### config.mk
export PLATFORM = sky130hd
export DESIGN_NAME = pmfb_ctrl
export DESIGN_NICKNAME = d
export VERILOG_FILES = /design/src/hdl/pmfb_pkg.sv /design/src/hdl/pmfb_ctrl.sv
export VERILOG_INCLUDE_DIRS = /design/src /design/src/hdl
export SDC_FILE = /design/constraint.sdc
export NUM_CORES = 1
export LEC_CHECK = 0
export BUFFER_PORTS_ARGS = -buffer_cell sky130_fd_sc_hd__buf_4
export CAP_MARGIN = 40
export CORE_AREA = 2 2 39 41
export DETAILED_ROUTE_END_ITERATION = 12
export DIE_AREA = 0 0 41 43
export GPL_TIMING_DRIVEN = 0
export PLACE_DENSITY = 0.37
export SYNTH_ARGS = -nofsm -noshare
export SYNTH_HDL_FRONTEND = slang
export SYNTH_SLANG_ARGS = --single-unit
### constraint.sdc
create_clock -name clk -period 1.7 [get_ports clk]
set_clock_uncertainty 0.15 [all_clocks]
set_input_delay 0.51 -clock clk [delete_from_list [all_inputs] [get_ports clk]]
set_output_delay 0.51 -clock clk [all_outputs]
set_load 0.005 [all_outputs]
### src/hdl/paged_mono_framebuffer_blitter_unit_macros.svh
// Assertion macros shared by the frame buffer blitter RTL.
`ifndef PAGED_MONO_FRAMEBUFFER_BLITTER_UNIT_MACROS_SVH
`define PAGED_MONO_FRAMEBUFFER_BLITTER_UNIT_MACROS_SVH

`ifndef SYNTHESIS

`define PMFB_ASSERT(label, clock, resetn, ante, cons) \
    label: assert property (@(posedge clock) disable iff (!resetn) (ante) |-> (cons)) \
        else $error("pmfb: same-cycle check failed");

`define PMFB_ASSERT_NEXT(label, clock, resetn, ante, cons) \
    label: assert property (@(posedge clock) disable iff (!resetn) (ante) |=> (cons)) \
        else $error("pmfb: next-cycle check failed");

`else

`define PMFB_ASSERT(label, clock, resetn, ante, cons)

`define PMFB_ASSERT_NEXT(label, clock, resetn, ante, cons)

`endif

`endif

### src/hdl/pmfb_pkg.sv
// Shared constants, request codes and controller/datapath interface types.
`default_nettype none

package pmfb_pkg;

    localparam int DEF_SCREEN_COLUMNS = 128;
    localparam int DEF_SCREEN_ROWS    = 64;

    // wide enough for any row limit in the supported parameter range
    localparam int LIMIT_W = 9;

    localparam logic [6:0] VIEWPORT_RESET = 7'd56;
    localparam logic [3:0] BITMAP_MAX     = 4'd8;

    localparam logic [2:0] REQ_PIXEL  = 3'd0;
    localparam logic [2:0] REQ_BYTE   = 3'd1;
    localparam logic [2:0] REQ_BITMAP = 3'd2;
    localparam logic [2:0] REQ_INVERT = 3'd3;
    localparam logic [2:0] REQ_READ   = 3'd4;

    typedef struct packed {
        logic load;     // capture a new request, rewind step counter
        logic issue;    // issue one read-modify-write step
        logic deliver;  // move the finished result into the output register
    } pmfb_cmd_t;

    typedef struct packed {
        logic last_step;    // current step is the last of the request
        logic sweep_clear;  // running the post-reset clearing pass
    } pmfb_stat_t;

endpackage

`default_nettype wire

### src/hdl/pmfb_ctrl.sv
// Controller: sequences clear sweep, request steps, drain and result hand-off.
`default_nettype none
`include "paged_mono_framebuffer_blitter_unit_macros.svh"

module pmfb_ctrl (
    input  logic                 clk,
    input  logic                 rst_n,
    input  logic                 in_valid,
    output logic                 in_ready,
    output logic                 out_valid,
    input  logic                 out_ready,
    input  pmfb_pkg::pmfb_stat_t stat,
    output pmfb_pkg::pmfb_cmd_t  cmd
);
    import pmfb_pkg::*;

    typedef enum logic [1:0] {
        S_RUN,
        S_DRAIN,
        S_DONE,
        S_IDLE
    } state_t;

    state_t state_reg, state_next;
    logic   out_valid_reg, out_valid_next;
    logic   slot_free;

    always_comb
    begin
        state_next     = state_reg;
        cmd            = '0;
        slot_free      = !out_valid_reg || out_ready;
        out_valid_next = out_valid_reg && !out_ready;
        unique case (state_reg)
            S_RUN:
            begin
                cmd.issue = 1'b1;
                if (stat.last_step)
                begin
                    state_next = S_DRAIN;
                end
            end
            S_DRAIN:
            begin
                // last write retires this cycle
                state_next = stat.sweep_clear ? S_IDLE : S_DONE;
            end
            S_DONE:
            begin
                if (slot_free)
                begin
                    cmd.deliver    = 1'b1;
                    out_valid_next = 1'b1;
                    state_next     = S_IDLE;
                end
            end
            S_IDLE:
            begin
                if (in_valid)
                begin
                    cmd.load   = 1'b1;
                    state_next = S_RUN;
                end
            end
            default:
            begin
                state_next = S_IDLE;
            end
        endcase
    end

    always_ff @(posedge clk or negedge rst_n)
    begin
        if (!rst_n)
        begin
            state_reg     <= S_RUN;   // clearing pass starts out of reset
            out_valid_reg <= 1'b0;
        end
        else
        begin
            state_reg     <= state_next;
            out_valid_reg <= out_valid_next;
        end
    end

    assign in_ready  = (state_reg == S_IDLE);
    assign out_valid = out_valid_reg;

    `PMFB_ASSERT(a_clear_no_result, clk, rst_n, state_reg == S_DONE, !stat.sweep_clear)
    `PMFB_ASSERT_NEXT(a_deliver_shows, clk, rst_n, cmd.deliver, out_valid_reg)
    `PMFB_ASSERT_NEXT(a_drain_exit, clk, rst_n, state_reg == S_DRAIN, state_reg == S_IDLE || state_reg == S_DONE)

endmodule

`default_nettype wire

# Word level (Yosys, flattened, before mapping)
# Cells that the tools add are included.
# op_classes
n_eq_ne	6
n_mux	12
reduce_logical	6
# op_table
op	count
two-way mux 1 bit	8
one-hot mux 2 bit (4 select lines)	1
two-way mux 2 bit	3
inequality test 2 bit, second input constant	3
== test 2 bit, second input constant	2
AND reduction 3 bit	1
== test 2 x 1 -> 1 bit, second input constant	1
logical NOT 1 bit	2
logical NOT 2 bit	1
logical AND 1 bit	1
logical OR 1 bit	1
# word_totals
regBits	3
in_bits	6
out_inout_bits	5

# Longest topological paths before layout
# depth
word_depth	4
depth_mapped	5

# Worst setup path before layout
# Ideal clock, no wire load.
# synth_timing
path_type	register to register
startpoint	reg state_reg[0]
endpoint	reg state_reg[1]
setup_time_ns	0.125
t_arrival_ns	1.192
t_required_ns	1.425
setup_slack_ns	0.233
stages_incl_launch_ff	6
path_buffers	0
period_less_slack_ns	1.467
cell_sequence	dfrtp_1 inv_1 ha_1 nand2b_1 o221ai_4 mux2_4
# synth_between
elab_chain_len	3
elab_cells_between_ends	9
classes_between	eq/ne: 6; mux: 1; reduce/logical: 2
# synth_lines
item	line	rtl
start, declared	pmfb_ctrl.sv:24	state_t state_reg, state_next;
start signal, assigned	pmfb_ctrl.sv:81	state_reg <= state_next;
== test 2 bit or logical NOT 2 bit (tied branches)	pmfb_ctrl.sv:34	unique case (state_reg)
inequality test 2 bit (no line)	--	
AND reduction 3 bit (no line)	--	
# Several ways; a longest one is shown, not always the timed one.
# A chain may end at the register's enable or synchronous reset.

==> impl_metrics.json <==
{
  "status": "complete, but fails checks",
  "violations": "setup timing",
  "clkLatencyLatePin_ns": 0.22,
  "setup_viol": 3,
  "timing.slew.headroom_pct": 86.0,
  "place_area_um2": 337,
  "power_frac_seq_pct": 23.2,
  "p_int_mw": 0.512,
  "combPwrFrac_pct": 62.1,
  "critPathRequiredTime_ns": 1.04,
  "switching_share_pct": 36.5,
  "cellPowerDensity_nw_per_um2": 1810,
  "cp.arrival_ns": 1.11,
  "die_x_um": 41,
  "ys_seq_area_share_pct": 31.1,
  "hp-class": "flip-flop to flip-flop",
  "drv_cap": 0,
  "ir_drop_v": 0.000424,
  "power.net_switching_mw": 0.294,
  "synth_nets": 31,
  "initial_core_util_pct": 17.5,
  "worstSetupPathType": "flip-flop to output port",
  "die_y_um": 43,
  "core-area_um2": 1380,
  "rows": 14,
  "setup_slack_ns": -0.0656,
  "drc": 0,
  "crit_path_end_kind": "output port",
  "crit_fanout": 3,
  "synth_area_per_cell_um2": 11.5,
  "clock-sinks": 3,
  "largest_register_ffs": 2,
  "power.leakage_nw": 0.212,
  "gp_congestion": 0.724,
  "grt_pass1_wl_um": 786,
  "hold_viol": 0,
  "crit_path_start_kind": "flip-flop",
  "track_usage_pct": 6.44,
  "rsz0062_at_grt": "yes",
  "yosysUniqueCellTypes": 12,
  "diodes": 0,
  "antenna_left": 0,
  "synthesis.area_um2": 241,
  "fin_util_pct": 32.1,
  "drt_wl_total_um": 542,
  "ys_ff_latch": 3,
  "vias": 221,
  "p_clk_share_pct": 14.7,
  "io_pins": 11,
  "dieArea_um2": 1760,
  "drive_gt1_share_pct": 72.5,
  "tightest_slew_ns": 0.208,
  "cts_tree": "yes",
  "numCtsBuffers": 3,
  "clock-root-buffer": "clkbuf_4",
  "final_nets": 51,
  "n_fill_cell": 146,
  "period_needed_ns": 1.77,
  "syn_to_final_growth_pct": 83.9,
  "grt_overflow": 0,
  "routedWlPerCell_um": 9.68,
  "antenna_found_initial": 0,
  "grt_pass1_vias": 218,
  "clk_path_buf_depth": 2,
  "yosysWarnings": 0,
  "slew_viol_final": 0,
  "viasPerCell": 3.95,
  "drt-initial-drc-count": 1,
  "synth_cells": 21,
  "cts_max_level": 1,
  "firstDrtPassIters": 2,
  "design_area_um2": 444,
  "p_total_mw": 0.806,
  "grt_max_degree": 5,
  "timing.final.crit_share_pct": 104,
  "dp_hpwl_um": 361,
  "path_clk_slew_ns": 0.03,
  "max_clock_freq_mhz": 566,
  "io_buffers": 10
}
## layout by cell type, fill, tap and decap left out, drive strengths merged
cell type	count
a211oi	1
and2	2
and3	1
buf	14
clkbuf	4
dfrtp	3
dlygate4sd3	1
ha	4
inv	4
mux2	1
mux2i	1
nand2	1
nand2b	2
o221ai	1
## metrics by stage
step | setup TNS [ns] | setup slack [ns] | hold WS (ns) | std cells
6_report | -0.159 | -0.0656 | 0.421 | 56
2_1_floorplan | 0 | 0.233 | 0.0644 | 21
5_1_grt | -0.249 | -0.0930 | 0.447 | 56
3_3_place_gp | -0.00444 | -0.00444 | 0.149 | 47
3_5_place_dp | -0.00477 | -0.00477 | 0.150 | 47
4_1_cts | -0.160 | -0.0769 | 0.435 | 55
## path summary, 6_finish.rpt
check	from	end	slack (ns)	cells past startpoint
worst max-delay path	state_reg[0]	cmd[0]	-0.07	4
worst min-delay path	out_valid	out_valid	0.42	2
worst max register to register	state_reg[0]	state_reg[1]	0.20	5
worst min register to register	out_valid	out_valid	0.42	2
max in group asynchronous	rst_n	state_reg[1]	0.83	2
min in group asynchronous	rst_n	out_valid	0.46	2
## power by group through the flow
stage / Combinational (mW) / Clock, mW / Sequential (mW)
2_1_floorplan: 0.245 / 0 / 0.148
3_3_place_gp: 0.371 / 0 / 0.158
3_5_place_dp: 0.371 / 0 / 0.157
4_1_cts: 0.434 / 0.124 / 0.154
5_1_grt: 0.549 / 0.128 / 0.192
6_report: 0.500 / 0.119 / 0.187
## synth_stat cells
library cell | count | area share (%)
a211oi_1 | 1 | 3.1
and2_1 | 2 | 5.2
and3_1 | 1 | 2.6
dfrtp_1 | 3 | 31
ha_1 | 4 | 21
inv_1 | 4 | 6.2
mux2_4 | 1 | 6.2
mux2i_1 | 1 | 4.1
nand2_1 | 1 | 1.6
nand2b_1 | 1 | 2.6
nand2b_4 | 1 | 5.7
o221ai_4 | 1 | 11
## worst max-delay path: stages (launching register included)
cell and delay, ns:
dfrtp_2 0.42, inv_4 0.06, ha_4 0.15, and2_4 0.12, buf_4 0.12
## per-layer routing
layer,vias up,wire length [µm],track usage [%]
met2,8,271,10.6
met5,-,0,0
met4,0,0,2.00
met1,106,221,6.15
li1,107,-,-
met3,0,49,4.19
## cells by family after synthesis
group	Yosys count	share of synthesized area, %
AOI/OAI and AO/OA	2	14.0
adders and majority gates	4	20.7
buffers and inverters	4	6.22
DFF	3	31.1
muxes	2	10.4
and+or+nand+nor	6	17.6
## timing repair
action                     in CTS  in global routing
hold endpoints to repair        3                  0
setup buffers                   3                  1
hold buffers                    1                  0
setup endpoints to repair       3                  3
pin swaps                       0                  1
resized for setup               3                 10
## final cells by class
cell class                 instances  area [µm²]  share of cell area [%]
timing repair buffer              15         119                    26.8
inverter                           4        17.5                    3.94
multi-input combinational         14         184                    41.4
tap                               16        20.0                    4.51
sequential                         3        77.6                    17.5
clock buffer                       4        26.3                    5.92
Note: power is estimated with default switching activity, not from simulation.
